[config.mk]
export PLATFORM = sky130hd
export DESIGN_NAME = false_color_palette_map_unit_flat
export DESIGN_NICKNAME = d
export VERILOG_FILES = /design/src/fcpm_pkg.sv /design/src/fcpm_sample_if.sv /design/src/fcpm_color_if.sv /design/src/fcpm_front.sv /design/src/fcpm_div_cell.sv /design/src/fcpm_color_cell.sv /design/src/false_color_palette_map_unit.sv /design/src/flat_wrapper.sv
export SDC_FILE = /design/constraint.sdc
export NUM_CORES = 2
export LEC_CHECK = 0
export BUFFER_PORTS_ARGS = -buffer_cell sky130_fd_sc_hd__buf_4
export CAP_MARGIN = 20
export CELL_PAD_IN_SITES_DETAIL_PLACEMENT = 0
export CELL_PAD_IN_SITES_GLOBAL_PLACEMENT = 1
export CORE_MARGIN = 5
export CORE_UTILIZATION = 46
export DETAILED_ROUTE_END_ITERATION = 16
export PLACE_DENSITY_LB_ADDON = 0.1
export SKIP_CTS_REPAIR_TIMING = 1
export SLEW_MARGIN = 10
export SYNTH_ARGS = -nofsm -noshare
export SYNTH_HDL_FRONTEND = slang
export SYNTH_SLANG_ARGS = --single-unit
[constraint.sdc]
create_clock -name clk -period 10.45 [get_ports clk]
set_input_delay 1.5675 -clock clk [delete_from_list [all_inputs] [get_ports clk]]
set_output_delay 1.5675 -clock clk [all_outputs]
set_load 0.005 [all_outputs]
[src/fcpm_pkg.sv]
// Shared widths, constants, types and functions of the false-colour palette map.
package fcpm_pkg;

  localparam int SampleW  = 32;
  localparam int ColorW   = 8;
  localparam int AddrW    = 3;
  localparam int DiffW    = SampleW + 1;
  localparam int DivW     = SampleW;
  localparam int QuoW     = 11;
  localparam int RemW     = DivW + QuoW;
  localparam int NumW     = RemW + 2;
  localparam int ChanW    = 13;

  // 1020 * x is formed as x * 1024 - x * 4
  localparam int ScaleHi  = 10;
  localparam int ScaleLo  = 2;
  // Quotient is biased by 256 so that it stays unsigned
  localparam int OffsetShift = 8;
  localparam int VOffset     = 2 ** OffsetShift;

  localparam logic signed [SampleW-1:0] RangeMinReset = SampleW'(0);
  localparam logic signed [SampleW-1:0] RangeMaxReset = SampleW'(65536);

  // Breakpoints of the four tent functions on the 0..1020 scale
  localparam logic signed [ChanW-1:0] RedRise    = ChanW'(389);
  localparam logic signed [ChanW-1:0] RedFall    = ChanW'(1155);
  localparam logic signed [ChanW-1:0] GreenRiseA = ChanW'(133);
  localparam logic signed [ChanW-1:0] GreenFallA = ChanW'(644);
  localparam logic signed [ChanW-1:0] GreenRiseB = ChanW'(392);
  localparam logic signed [ChanW-1:0] GreenFallB = ChanW'(900);
  localparam logic signed [ChanW-1:0] BlueRise   = ChanW'(-127);
  localparam logic signed [ChanW-1:0] BlueFall   = ChanW'(640);

  localparam logic [ColorW-1:0] ColorFull = {ColorW{1'b1}};

  typedef enum logic {
    REG_RANGE_MIN = 1'b0,
    REG_RANGE_MAX = 1'b1
  } fcpm_reg_t;

  typedef struct packed {
    logic empty;  // range_max <= range_min
    logic hot;    // sample above range_max
  } fcpm_flags_t;

  typedef struct packed {
    fcpm_flags_t            flags;
    logic [RemW-1:0]        rem;
    logic [RemW-1:0]        div;
    logic [QuoW-1:0]        quo;
  } fcpm_div_t;

  // Floor of min(v - rise, fall - v), given floor and ceiling of v
  function automatic logic signed [ChanW-1:0] tent(
    input logic signed [ChanW-1:0] fl,
    input logic signed [ChanW-1:0] ce,
    input logic signed [ChanW-1:0] rise,
    input logic signed [ChanW-1:0] fall
  );
    logic signed [ChanW-1:0] up;
    logic signed [ChanW-1:0] down;
    up   = fl - rise;
    down = fall - ce;
    return (up < down) ? up : down;
  endfunction

  // Clamp a channel value to 0..255
  function automatic logic [ColorW-1:0] clamp_chan(input logic signed [ChanW-1:0] a);
    logic [ColorW-1:0] res;
    if (a < 0) begin
      res = '0;
    end else if (a > $signed(ChanW'(ColorFull))) begin
      res = ColorFull;
    end else begin
      res = a[ColorW-1:0];
    end
    return res;
  endfunction

endpackage

[src/fcpm_sample_if.sv]
// Sample channel: valid/ready handshake carrying one signed Q16.16 sample.
interface fcpm_sample_if import fcpm_pkg::*; ();
  logic                      valid;
  logic                      ready;
  logic signed [SampleW-1:0] sample;

  modport source (output valid, output sample, input ready);
  modport sink   (input valid, input sample, output ready);
endinterface

[src/fcpm_color_if.sv]
// Colour channel: valid/ready handshake carrying one 8-bit RGB triple.
interface fcpm_color_if import fcpm_pkg::*; ();
  logic              valid;
  logic              ready;
  logic [ColorW-1:0] red;
  logic [ColorW-1:0] green;
  logic [ColorW-1:0] blue;

  modport source (output valid, output red, output green, output blue, input ready);
  modport sink   (input valid, input red, input green, input blue, output ready);
endinterface

[src/fcpm_front.sv]
// Front stages: offset from range_min, scale by 1020, bias and clamp the dividend.
module fcpm_front import fcpm_pkg::*; (
  input  logic                      clk,
  input  logic                      rst,
  input  logic signed [SampleW-1:0] range_min,
  input  logic signed [SampleW-1:0] range_max,
  input  logic                      in_valid,
  output logic                      in_ready,
  input  logic signed [SampleW-1:0] sample,
  output logic                      out_valid,
  input  logic                      out_ready,
  output fcpm_div_t                 out_data
);

  logic                    a_valid;
  logic signed [DiffW-1:0] a_diff;
  logic signed [DiffW-1:0] a_span;
  fcpm_flags_t             a_flags;
  logic                    a_load;

  logic                    b_valid;
  logic signed [NumW-1:0]  b_num;
  logic [DivW-1:0]         b_div;
  fcpm_flags_t             b_flags;
  logic                    b_load;
  logic signed [NumW-1:0]  b_num_next;

  logic                    c_load;
  logic [RemW:0]           c_limit;
  logic [RemW-1:0]         c_rem_next;

  // Each stage loads when empty or when its successor loads
  assign c_load   = !out_valid || out_ready;
  assign b_load   = !b_valid || c_load;
  assign a_load   = !a_valid || b_load;
  assign in_ready = a_load;

  // Scale the offset by 1020 and add 256 spans, so the quotient is v + 256
  assign b_num_next = (NumW'(a_diff) <<< ScaleHi) - (NumW'(a_diff) <<< ScaleLo)
                    + (NumW'(a_span) <<< OffsetShift);

  // Limit the dividend to [0, span * 2^QuoW) so the quotient fits
  assign c_limit = {1'b0, b_div, {QuoW{1'b0}}};

  always_comb begin
    priority if (b_num < 0) begin
      c_rem_next = '0;
    end else if (b_num >= $signed(NumW'(c_limit))) begin
      c_rem_next = RemW'(c_limit - (RemW + 1)'(1));
    end else begin
      c_rem_next = b_num[RemW-1:0];
    end
  end

  // Advance the three stages
  always_ff @(posedge clk) begin
    if (rst) begin
      a_valid   <= 1'b0;
      b_valid   <= 1'b0;
      out_valid <= 1'b0;
    end else begin
      if (a_load) begin
        a_valid <= in_valid;
      end
      if (b_load) begin
        b_valid <= a_valid;
      end
      if (c_load) begin
        out_valid <= b_valid;
      end
    end
    if (a_load) begin
      a_diff        <= DiffW'(sample) - DiffW'(range_min);
      a_span        <= DiffW'(range_max) - DiffW'(range_min);
      a_flags.empty <= (range_max <= range_min);
      a_flags.hot   <= (sample > range_max);
    end
    if (b_load) begin
      b_num   <= b_num_next;
      b_div   <= a_span[DivW-1:0];
      b_flags <= a_flags;
    end
    if (c_load) begin
      out_data.flags <= b_flags;
      out_data.rem   <= c_rem_next;
      out_data.div   <= RemW'({b_div, {(QuoW - 1){1'b0}}});
      out_data.quo   <= '0;
    end
  end

endmodule

[src/fcpm_div_cell.sv]
// Divider cell: settle one quotient bit and hand the partial remainder on.
module fcpm_div_cell import fcpm_pkg::*; (
  input  logic      clk,
  input  logic      rst,
  input  logic      in_valid,
  output logic      in_ready,
  input  fcpm_div_t in_data,
  output logic      out_valid,
  input  logic      out_ready,
  output fcpm_div_t out_data
);

  logic      take;
  fcpm_div_t data_next;

  assign in_ready = !out_valid || out_ready;

  // Subtract the shifted divisor where it fits, then halve the divisor
  always_comb begin
    take            = (in_data.rem >= in_data.div);
    data_next.flags = in_data.flags;
    data_next.rem   = take ? (in_data.rem - in_data.div) : in_data.rem;
    data_next.div   = in_data.div >> 1;
    data_next.quo   = {in_data.quo[QuoW-2:0], take};
  end

  // Hold while the next cell is full and stalled
  always_ff @(posedge clk) begin
    if (rst) begin
      out_valid <= 1'b0;
    end else if (in_ready) begin
      out_valid <= in_valid;
    end
    if (in_ready) begin
      out_data <= data_next;
    end
  end

endmodule

[src/fcpm_color_cell.sv]
// Colour cell: turn quotient and remainder flag into the RGB triple, output register.
module fcpm_color_cell import fcpm_pkg::*; (
  input  logic              clk,
  input  logic              rst,
  input  logic              in_valid,
  output logic              in_ready,
  input  fcpm_div_t         in_data,
  output logic              out_valid,
  input  logic              out_ready,
  output logic [ColorW-1:0] red,
  output logic [ColorW-1:0] green,
  output logic [ColorW-1:0] blue
);

  logic signed [ChanW-1:0] fl;
  logic signed [ChanW-1:0] ce;
  logic signed [ChanW-1:0] green_a;
  logic signed [ChanW-1:0] green_b;
  logic [ColorW-1:0]       red_next;
  logic [ColorW-1:0]       green_next;
  logic [ColorW-1:0]       blue_next;

  assign in_ready = !out_valid || out_ready;

  // Remove the bias of 256; a non-zero remainder lifts the ceiling by one
  always_comb begin
    fl      = $signed(ChanW'(in_data.quo)) - $signed(ChanW'(VOffset));
    ce      = fl + $signed(ChanW'(|in_data.rem));
    green_a = tent(fl, ce, GreenRiseA, GreenFallA);
    green_b = tent(fl, ce, GreenRiseB, GreenFallB);
    if (in_data.flags.empty) begin
      red_next   = in_data.flags.hot ? ColorFull : '0;
      green_next = red_next;
      blue_next  = red_next;
    end else begin
      red_next   = clamp_chan(tent(fl, ce, RedRise, RedFall));
      green_next = clamp_chan((green_a > green_b) ? green_a : green_b);
      blue_next  = clamp_chan(tent(fl, ce, BlueRise, BlueFall));
    end
  end

  // Hold the result until the transfer completes
  always_ff @(posedge clk) begin
    if (rst) begin
      out_valid <= 1'b0;
    end else if (in_ready) begin
      out_valid <= in_valid;
    end
    if (in_ready) begin
      red   <= red_next;
      green <= green_next;
      blue  <= blue_next;
    end
  end

endmodule

[src/false_color_palette_map_unit.sv]
// Top level of the false-colour palette map: register port and the cell chain.
//
// Maps each signed Q16.16 sample on the sample channel to an 8-bit RGB
// jet-colour triple on the colour channel, using the range set by
// range_min (byte address 0) and range_max (byte address 4) on the APB
// port. Change the range only while no sample is in flight.
// The sample passes three front stages, eleven divider cells (one quotient
// bit each) and the output register, fifteen registers in all. Throughput:
// one sample per cycle while the receiver is ready; every cell passes its
// contents on each cycle unless stalled, so the divider chain sets the
// latency.
// When the receiver stalls, the output register holds its triple; ready is
// passed back through the cells without a register, so empty cells keep
// loading and samples are still taken until all fifteen stages are full,
// after which the sample channel is refused in the same cycle.
// Reset: synchronous; empties every cell and returns the range to 0..1.0.
module false_color_palette_map_unit import fcpm_pkg::*; (
  input  logic               clk,
  input  logic               rst,
  fcpm_sample_if.sink        sample_ch,
  fcpm_color_if.source       color_ch,
  input  logic               psel,
  input  logic               penable,
  input  logic               pwrite,
  input  logic [AddrW-1:0]   paddr,
  input  logic [SampleW-1:0] pwdata,
  output logic [SampleW-1:0] prdata,
  output logic               pready
);

  logic signed [SampleW-1:0] range_min;
  logic signed [SampleW-1:0] range_max;
  fcpm_reg_t                 reg_sel;

  logic [QuoW:0]             chain_valid;
  logic [QuoW:0]             chain_ready;
  fcpm_div_t                 chain_data [QuoW+1];

  assign reg_sel = fcpm_reg_t'(paddr[2]);
  assign pready  = 1'b1;

  // Write the range registers on the access phase
  always_ff @(posedge clk) begin
    if (rst) begin
      range_min <= RangeMinReset;
      range_max <= RangeMaxReset;
    end else if (psel && penable && pwrite) begin
      unique case (reg_sel)
        REG_RANGE_MIN: range_min <= pwdata;
        REG_RANGE_MAX: range_max <= pwdata;
      endcase
    end
  end

  // Read back the selected register
  always_comb begin
    unique case (reg_sel)
      REG_RANGE_MIN: prdata = range_min;
      REG_RANGE_MAX: prdata = range_max;
    endcase
  end

  fcpm_front u_front (
    .clk       (clk),
    .rst       (rst),
    .range_min (range_min),
    .range_max (range_max),
    .in_valid  (sample_ch.valid),
    .in_ready  (sample_ch.ready),
    .sample    (sample_ch.sample),
    .out_valid (chain_valid[0]),
    .out_ready (chain_ready[0]),
    .out_data  (chain_data[0])
  );

  // One divider cell per quotient bit, most significant first
  for (genvar k = 0; k < QuoW; k++) begin : g_cell
    fcpm_div_cell u_cell (
      .clk       (clk),
      .rst       (rst),
      .in_valid  (chain_valid[k]),
      .in_ready  (chain_ready[k]),
      .in_data   (chain_data[k]),
      .out_valid (chain_valid[k+1]),
      .out_ready (chain_ready[k+1]),
      .out_data  (chain_data[k+1])
    );
  end

  fcpm_color_cell u_color (
    .clk       (clk),
    .rst       (rst),
    .in_valid  (chain_valid[QuoW]),
    .in_ready  (chain_ready[QuoW]),
    .in_data   (chain_data[QuoW]),
    .out_valid (color_ch.valid),
    .out_ready (color_ch.ready),
    .red       (color_ch.red),
    .green     (color_ch.green),
    .blue      (color_ch.blue)
  );

endmodule

[src/flat_wrapper.sv]
// flat-port wrapper written by rule: the top's interface ports become plain ports
module false_color_palette_map_unit_flat import fcpm_pkg::*;
  (clk, rst, psel, penable, pwrite, paddr, pwdata, prdata, pready, sample_ch_valid, sample_ch_sample, sample_ch_ready, color_ch_valid, color_ch_red, color_ch_green, color_ch_blue, color_ch_ready);
  fcpm_sample_if sample_ch_i ();
  fcpm_color_if color_ch_i ();
  input  logic clk;
  input  logic rst;
  input  logic psel;
  input  logic penable;
  input  logic pwrite;
  input  logic [AddrW-1:0] paddr;
  input  logic [SampleW-1:0] pwdata;
  output logic [SampleW-1:0] prdata;
  output logic pready;
  input wire logic [$bits(sample_ch_i.valid)-1:0] sample_ch_valid;
  input wire logic [$bits(sample_ch_i.sample)-1:0] sample_ch_sample;
  output wire logic [$bits(sample_ch_i.ready)-1:0] sample_ch_ready;
  output wire logic [$bits(color_ch_i.valid)-1:0] color_ch_valid;
  output wire logic [$bits(color_ch_i.red)-1:0] color_ch_red;
  output wire logic [$bits(color_ch_i.green)-1:0] color_ch_green;
  output wire logic [$bits(color_ch_i.blue)-1:0] color_ch_blue;
  input wire logic [$bits(color_ch_i.ready)-1:0] color_ch_ready;
  assign sample_ch_i.valid = sample_ch_valid;
  assign sample_ch_i.sample = sample_ch_sample;
  assign sample_ch_ready = sample_ch_i.ready;
  assign color_ch_valid = color_ch_i.valid;
  assign color_ch_red = color_ch_i.red;
  assign color_ch_green = color_ch_i.green;
  assign color_ch_blue = color_ch_i.blue;
  assign color_ch_i.ready = color_ch_ready;
  false_color_palette_map_unit u_core (.clk(clk), .rst(rst), .sample_ch(sample_ch_i), .color_ch(color_ch_i), .psel(psel), .penable(penable), .pwrite(pwrite), .paddr(paddr), .pwdata(pwdata), .prdata(prdata), .pready(pready));
endmodule
Word level (Yosys, flattened, before mapping)
Index checks and enable logic that the tools add are counted.
{"block": "totals", "register_bits": 1208, "wordCells": 202}
{"block": "op_classes", "n_addsub": 26, "magnitude_cmp": 26, "mux": 28, "n_bitwise": 1, "reduce_logical": 35}
{"operator": "$mux 43", "n": 12}
{"operator": "$mux 8", "n": 10}
{"operator": "$sub 32x32->33", "n": 2}
{"operator": "$mux 13", "n": 5}
{"operator": "$pmux 32 s2", "n": 1}
{"operator": "$lt 13x13->1", "n": 4}
{"operator": "$add 44x41->45", "n": 1}
{"operator": "$ge 45x44->1", "n": 1}
{"operator": "$lt 45x1->1 const B", "n": 1}
{"operator": "$sub 43x35->44", "n": 1}
{"operator": "$ge 43x32->1", "n": 1}
{"operator": "$ge 43x33->1", "n": 1}
{"operator": "$ge 43x34->1", "n": 1}
{"operator": "$ge 43x35->1", "n": 1}
{"operator": "$ge 43x36->1", "n": 1}
{"operator": "$ge 43x37->1", "n": 1}
{"operator": "$ge 43x38->1", "n": 1}
{"operator": "$ge 43x39->1", "n": 1}
{"operator": "$ge 43x40->1", "n": 1}
{"operator": "$ge 43x41->1", "n": 1}
{"operator": "$ge 43x42->1", "n": 1}
{"operator": "$reduce_or 43->1", "n": 1}
{"operator": "$sub 43x1->43 const B", "n": 1}
{"operator": "$sub 43x32->43", "n": 1}
{"operator": "other kinds (27)", "n": 64}

Logic depth before layout (Yosys ltp)
{"block": "depth", "depth_word": 16, "depth_mapped": 36, "depth_no_buf": 34}

Cells and area by module
Synthesis repeated with hierarchy kept, for this count alone.
{"block": "unflattened", "hier_cells": 8628, "area_unflattened_um2": 92700.2}
{"module": "fcpm_div_cell at u_core.g_cell[0].u_cell ...", "instances": 10, "cells_per_inst": 554, "area_per_inst_um2": 6184.7, "seq_area_each_um2": 2962.8}
{"module": "fcpm_front", "instances": 1, "cells_per_inst": 1568, "area_per_inst_um2": 16012.9, "seq_area_each_um2": 6696.4}
{"module": "fcpm_div_cell at u_core.g_cell[9].u_cell", "instances": 1, "cells_per_inst": 590, "area_per_inst_um2": 6537.5, "seq_area_each_um2": 2962.8}
{"module": "fcpm_color_cell", "instances": 1, "cells_per_inst": 647, "area_per_inst_um2": 5232.5, "seq_area_each_um2": 740.7}
{"module": "false_color_palette_map_unit", "instances": 1, "cells_per_inst": 283, "area_per_inst_um2": 3070.4, "seq_area_each_um2": 1281.2}

Least setup slack after synthesis
OpenSTA, ideal clock, no wires.
{"block": "synth_timing", "kind": "input to output", "startpoint": "input port color_ch_ready", "endpoint": "output port sample_ch_ready", "arrival_ps": 9275, "required_ps": 8883, "setup_slack_ps": -392, "cell_stages": 11, "path_buffers": 0, "path_cell_list": "nor2b_1 > and2_1 > inv_1 > nor2_1 > and2_1 > inv_1 > nor2_1 > and2_1 > nand3_1 > nor2_1 > nand3_1"}
{"block": "synth_between", "elab_chain_len": 15}
{"element": "start: declaration", "line": "flat_wrapper.sv:22", "source": "input wire logic [$bits(color_ch_i.ready)-1:0] color_ch_ready;"}
{"element": "$logic_or 1x1->1", "line": "fcpm_color_cell.sv:23", "source": "assign in_ready = !out_valid || out_ready;"}
{"element": "$logic_or 1x1->1", "line": "fcpm_div_cell.sv:16", "source": "assign in_ready = !out_valid || out_ready;"}
{"element": "net u_core.g_cell[10].u_cell.in_ready", "line": "fcpm_div_cell.sv:6", "source": "output logic in_ready,"}
{"element": "$logic_or 1x1->1 (4 in a row)", "line": "fcpm_div_cell.sv:16"}
{"element": "net u_core.g_cell[5].u_cell.out_ready", "line": "fcpm_div_cell.sv:9", "source": "input logic out_ready,"}
{"element": "$logic_or 1x1->1 (6 in a row)", "line": "fcpm_div_cell.sv:16"}
{"element": "net u_core.g_cell[0].u_cell.in_ready", "line": "fcpm_div_cell.sv:6"}
{"element": "$logic_or 1x1->1", "line": "fcpm_front.sv:33", "source": "assign c_load = !out_valid || out_ready;"}
{"element": "$logic_or 1x1->1", "line": "fcpm_front.sv:34", "source": "assign b_load = !b_valid || c_load;"}
{"element": "$logic_or 1x1->1", "line": "fcpm_front.sv:35", "source": "assign a_load = !a_valid || b_load;"}
{"element": "end: declaration", "line": "flat_wrapper.sv:17", "source": "output wire logic [$bits(sample_ch_i.ready)-1:0] sample_ch_ready;"}
The timed path passes the listed nets, and every way through them passes these cells.

Worst setup path in the final report
{"block": "layout_timing", "startpoint": "register u_core.g_cell[10].u_cell.out_data[61] in the netlist's numbering", "endpoint": "register u_core.u_color.green[3], data pin"}
{"block": "layout_between", "elab_chain_len": 11}
{"element": "start: declaration", "line": "fcpm_div_cell.sv:10", "source": "output fcpm_div_t out_data"}
{"element": "start signal: assignment", "line": "fcpm_div_cell.sv:35", "source": "out_data <= data_next;"}
{"element": "$reduce_or 43->1 (*)", "line": "fcpm_color_cell.sv:28", "source": "ce = fl + $signed(ChanW'(|in_data.rem));"}
{"element": "$add 12x2->13 (*)", "line": "fcpm_color_cell.sv:28"}
{"element": "$sub 11x13->13", "line": "fcpm_pkg.sv:63", "source": "down = fall - ce;"}
{"element": "$lt 13x13->1", "line": "fcpm_pkg.sv:64", "source": "return (up < down) ? up : down;"}
{"element": "$mux 13", "line": "fcpm_pkg.sv:64"}
{"element": "$gt 13x13->1", "line": "fcpm_color_cell.sv:37", "source": "green_next = clamp_chan((green_a > green_b) ? green_a : green_b);"}
{"element": "$mux 13 (*)", "line": "fcpm_color_cell.sv:37"}
{"element": "$gt 13x9->1", "line": "fcpm_pkg.sv:72", "source": "end else if (a > $signed(ChanW'(ColorFull))) begin"}
{"element": "$mux 8", "line": "fcpm_pkg.sv:72"}
{"element": "$mux 8 (*)", "line": "fcpm_pkg.sv:70", "source": "if (a < 0) begin"}
{"element": "$mux 8 (*)", "line": "fcpm_color_cell.sv:31", "source": "if (in_data.flags.empty) begin"}
{"element": "net u_core.u_color.green_next[3]", "line": "fcpm_color_cell.sv:20", "source": "logic [ColorW-1:0] green_next;"}
{"element": "end signal: assignment", "line": "fcpm_color_cell.sv:51", "source": "green <= green_next;"}
{"element": "end: declaration", "line": "fcpm_color_cell.sv:11", "source": "output logic [ColorW-1:0] green,"}
The timed path passes the listed nets; every way through them passes the cells marked *.
A chain may end at the register's enable or synchronous reset.

==> results by stage <==
Layout:
- Cells with a size suffix above 1 make up 7.17% of the layout.
- 0 antenna diodes ended up in the layout.
- The layout overhead on the synthesized area is 10.9%.
- The core occupancy in the finished layout is between 50% and 60%.
- The net count of the finished layout is 7888.
- The total of fill cells in the finished design is 14158.
- Leaving out filler cells and counting taps, the final layout contains 9348.

Synthesis:
- Summing the sequential cell areas from Yosys gives about half of the chip area.
- Of the total synthesized cell area, the portion taken by AND, OR, NAND and NOR gates is 12.3%.
- The count of flip-flops with a built-in enable after synthesis is 1117.
- The synthesized design contains around 1200 register bits.
- The post-synthesis instance total is 7024.
- The count of distinct cell types in the synthesized netlist is between 100 and 150.
- Averaged over all synthesized cells, the footprint is 10.3 sq um.
- The synthesized netlist devotes 11.4% of its cell area to adder and majority cells.
- Of the post-synthesis cell area, the part taken by muxes is between 1 and 1.5%.
- Yosys printed 0 warnings.
- The cell area after technology mapping is approximately 72000 sq um.
- The fraction of synthesis flops using an asynchronous set or reset pin is 0%.
- Ranked by total cell area, the synthesized netlist is headed by sky130_fd_sc_hd__edfxtp_1 (46%), sky130_fd_sc_hd__ha_1 (10%), sky130_fd_sc_hd__inv_1 (3.9%).
- The area fraction in compound gates after synthesis is 15.6%.
- By area, the combinational part of the netlist is dominated by compound AO/OA/AOI/OAI gates.
- Counting every net in the synthesized netlist gives 7732.
- The biggest area contributor in the post-synthesis netlist is sky130_fd_sc_hd__edfxtp_1.
- The synthesized-area fraction occupied by xor and xnor cells is 6.24%.
- The top cell type by area accounts for 46.3% of the synthesized area.
- The most common flop cell mapped by yosys is sky130_fd_sc_hd__edfxtp_1.

Hold path:
- The classification of the worst-slack hold path is flop to flop.
- The critical hold path startpoint is u_core.g_cell[7].u_cell.out_data[1]$_DFFE_PP_.

Clock network:
- The clock transition at the registers of the reported paths is ~0.06 ns.
- The longest clock path from root to sink contains 3 buffers.
- The count of H-tree levels built during CTS is 4.
- TritonCTS built the clock tree.
- The library cell used as clock root buffer is sky130_fd_sc_hd__clkbuf_16.
- Clock latency on the worst-skew pair, taken at its later pin, is 0.77 ns.
- The number of buffers created by CTS is 138.
- Clock tree synthesis found a total of about 1200 sinks.

Floorplan:
- The overall die area is 166000 sq um.
- The die span in x is 407 microns.
- During I/O placement, the number of pins put on the boundary was 133.
- The number of placement rows is ~150.
- The floorplan die height is between 400 and 500 microns.
- The effective utilization at floorplan is between 40% and 50%.
- The placeable core region is 156000 sq um.

GRT:
- The total routing usage reported by global routing is 22.2%.
- The total overflow left after global routing is 0.
- The first global-routing pass estimated 287000 microns of wire.
- Entering global routing, the biggest net connects 80 pins.
- The number of global-route vias before repair was 49979.
- The number of antenna violations at the first check in global routing came to 0.

Power:
- Summed over all cells, the static leakage comes to 33.0 nW.
- For this design the ratio of total power to cell area is 372 nW/um^2.
- The design draws 29.9 mW.
- VDD sags by at most 0.313 mV.

Critical path:
- On the worst path, the slowest cell contributes a delay of approximately 0.65 ns.
- For the worst setup path, the data required time is roughly 11 ns.
- Counting stages on the worst path, the most repeated cell is sky130_fd_sc_hd__ha_1.
- The startpoint of the worst-slack reg-to-reg timing path is u_core.g_cell[10].u_cell.out_data[61]$_DFFE_PP_.
- The category of the worst setup path launch point is a flop.
- The slowest stage of the critical path is the sky130_fd_sc_hd__nor4_1 cell.
- The classification of the worst setup path is flop to flop.
- The setup slack on the worst flop-to-flop path is ~1.7 ns.
- In this run the worst setup path begins at u_core.g_cell[10].u_cell.out_data[61]$_DFFE_PP_.
- STA classifies the critical path endpoint as a flop.
- At the worst endpoint, the arrival time is between 9 and 10 ns.
- The biggest fanout along the worst timing path is 8.

Placement:
- The total instance count after detailed placement is slightly above 9000.
- At the end of routability-driven placement, the weighted congestion stood at 0.890.
- The count of input and output buffers is 129.
- The HPWL after detailed placement is around 150000 microns.

Timing:
- The measured slew at the worst slew-check pin is 1.07 ns.
- The final sum of negative setup slack is 0 ns.
- The final critical-path required period is 8.76 ns.
- The final count of negative-setup-slack endpoints is 0.
- The total count of hold-check failures in the final report was 0.
- The setup skew after layout is 0.0235 ns.
- The relative slew slack is 26.8%.
- Setup repair after global routing left no endpoint under its margin.
- The number of max-slew violations in the final report is 0.
- The worst path uses 83.8% of the clock period.
- The highest clock rate is 114 MHz.

Drt:
- The final routed DRC violation total is 0.
- In the final routed layout, each cell accounts on average for 19.8 microns.
- The final routed wirelength across all metal layers is 185000 microns.
- Once detail routing completed, the nets flagged for antenna violations numbered 0.
- The detailed router placed between 50000 and 60000 vias in this run.
- The first routing iteration left 3284 violations.
- In the routed layout, each cell is associated on average with a via count of 5.47.
- The pre-antenna-repair detailed-routing pass consisted of 5 iterations.

Run:
- The count of maximum capacitance violations is 0.

Status:
- The run finished with clean final reports.
-- metal layers --
metal  part of all wire [%]  vias up  routed length [microns]  GRT usage [%]
met1                     43    24558                    79800           27.7
li1                       -    25591                        -              -
met3                    2.9      213                     5350           2.64
met2                     52      791                    96000           41.0
met4                    2.2        0                     4080           5.35
met5                      0        -                        0              0
-- final cells by class --
type	instances	area, sq um	share of cell area, %
Sequential cell	1196	35100	43.7
Multi-Input combinational cell	4920	34000	42.4
Clock buffer	165	3600	4.48
Inverter	755	2840	3.53
Tap cell	2058	2570	3.21
Timing Repair Buffer	169	1280	1.60
Clock inverter	85	878	1.09
-- cell usage after synthesis, types with 27 or more instances --
cell / number
sky130_fd_sc_hd__and3_1: 44
sky130_fd_sc_hd__o31ai_1: 58
sky130_fd_sc_hd__dfxtp_1: 79
sky130_fd_sc_hd__nand2_1: 694
sky130_fd_sc_hd__xnor2_1: 315
sky130_fd_sc_hd__mux2i_1: 38
sky130_fd_sc_hd__ha_1: 589
sky130_fd_sc_hd__nand2b_1: 103
sky130_fd_sc_hd__nor2_1: 440
sky130_fd_sc_hd__nor4_1: 55
sky130_fd_sc_hd__xor2_1: 192
sky130_fd_sc_hd__a21o_1: 282
sky130_fd_sc_hd__and2_1: 29
sky130_fd_sc_hd__o21ai_0: 498
sky130_fd_sc_hd__or2_2: 29
sky130_fd_sc_hd__or3_1: 39
sky130_fd_sc_hd__nor3_1: 111
sky130_fd_sc_hd__nor2b_1: 77
sky130_fd_sc_hd__a21oi_1: 485
sky130_fd_sc_hd__o21a_1: 96
sky130_fd_sc_hd__inv_1: 751
sky130_fd_sc_hd__a31oi_1: 44
sky130_fd_sc_hd__fa_1: 45
sky130_fd_sc_hd__a21boi_0: 27
sky130_fd_sc_hd__o21bai_1: 48
sky130_fd_sc_hd__nand4_1: 73
sky130_fd_sc_hd__a211oi_1: 58
sky130_fd_sc_hd__clkbuf_1: 129
sky130_fd_sc_hd__edfxtp_1: 1117
sky130_fd_sc_hd__nand3_1: 116
sky130_fd_sc_hd__mux2_2: 41
-- cells in the final DEF, fill, tap and decap left out, drive strengths merged, types with 13 or more instances in the layout --
cell      synthesis  routed
o31ai            58      58
inv             752     756
or2              29      29
o21a             96      96
nand2b          103     103
and2             30      30
o21bai           48      48
mux2i            40      40
a21boi           31      31
and4             14      14
o211ai           25      25
edfxtp         1117    1117
a2111oi          13      13
a31oi            44      44
xor2            193     193
buf              24     167
mux2             41      41
a211o            15      15
a21oi           487     487
clkbuf          129     166
clkinv            3      60
a21o            283     283
nor3            111     111
ha              589     589
dfxtp            79      79
o21ai           519     519
a221oi           13      13
nor4             56      56
a211oi           58      58
nor2b            77      77
clkinvlp          0      13
nand3           116     116
nand2           694     694
nor2            442     442
or3              40      40
nand4            75      75
and3             44      44
xnor2           319     319
fa               45      45
-- registers in the layout, summed over array words and instances (netlist names), 2 cells and up --
signal,cells
u_core.u_color.red,8
u_core.u_front.a_flags,2
u_core.u_front.out_data,76
u_core.u_color.blue,8
u_core.g_cell.u_cell.out_valid,11
u_core.u_front.a_span,33
u_core.u_color.green,8
u_core.u_front.b_flags,2
u_core.range_max,32
u_core.u_front.a_diff,33
u_core.u_front.b_num,43
u_core.g_cell.u_cell.out_data,872
u_core.u_front.b_div,32
u_core.range_min,32
-- kinds of logic after synthesis --
group                      count (synthesis)
xor gates and xnor gates                 512
AOI/OAI and AO/OA                       1801
other                                      1
DFF                                     1196
and+or+nand+nor                         1890
buffers and inverters                    908
muxes                                     81
adders and majority gates                635
-- stage by stage --
step	area, sq um	setup WS [ns]	hold slack (ns)
2_1_floorplan	72500	0.571	0.400
3_3_place_gp	75800	1.69	0.400
3_5_place_dp	75800	1.63	0.405
4_1_cts	80300	1.57	0.412
5_1_grt	80300	1.02	0.421
6_report	80300	1.69	0.411
-- worst paths after layout --
path	end	cells after the start
setup reg to reg	u_core.u_color.green[3]$_DFFE_PP_	31
hold / removal	u_core.g_cell[8].u_cell.out_data[2]$_DFFE_PP_	0
hold reg to reg	u_core.g_cell[8].u_cell.out_data[2]$_DFFE_PP_	0
setup / recovery	u_core.u_color.green[3]$_DFFE_PP_	31
-- worst max-delay path, delay by kind of cell (launching register included) --
| family | cells | cell delay [ns] |
|---|---|---|
| AO/OA/AOI/OAI | 13 | 3.17 |
| buffers and inverters | 2 | 0.26 |
| flip-flops | 1 | 0.37 |
| multiplexers | 3 | 0.80 |
| XOR/XNOR | 2 | 0.53 |
| adder cells (fa/ha/maj) | 5 | 1.62 |
| AND/OR/NAND/NOR | 6 | 1.80 |
-- report_power, final --
group / internal (mW) / switching (mW)
logic: 6.71 / 9.07
registers: 8.05 / 1.31
clock network: 2.76 / 1.99
total: 17.5 / 12.4
Note: power is estimated with default switching activity, not from simulation.
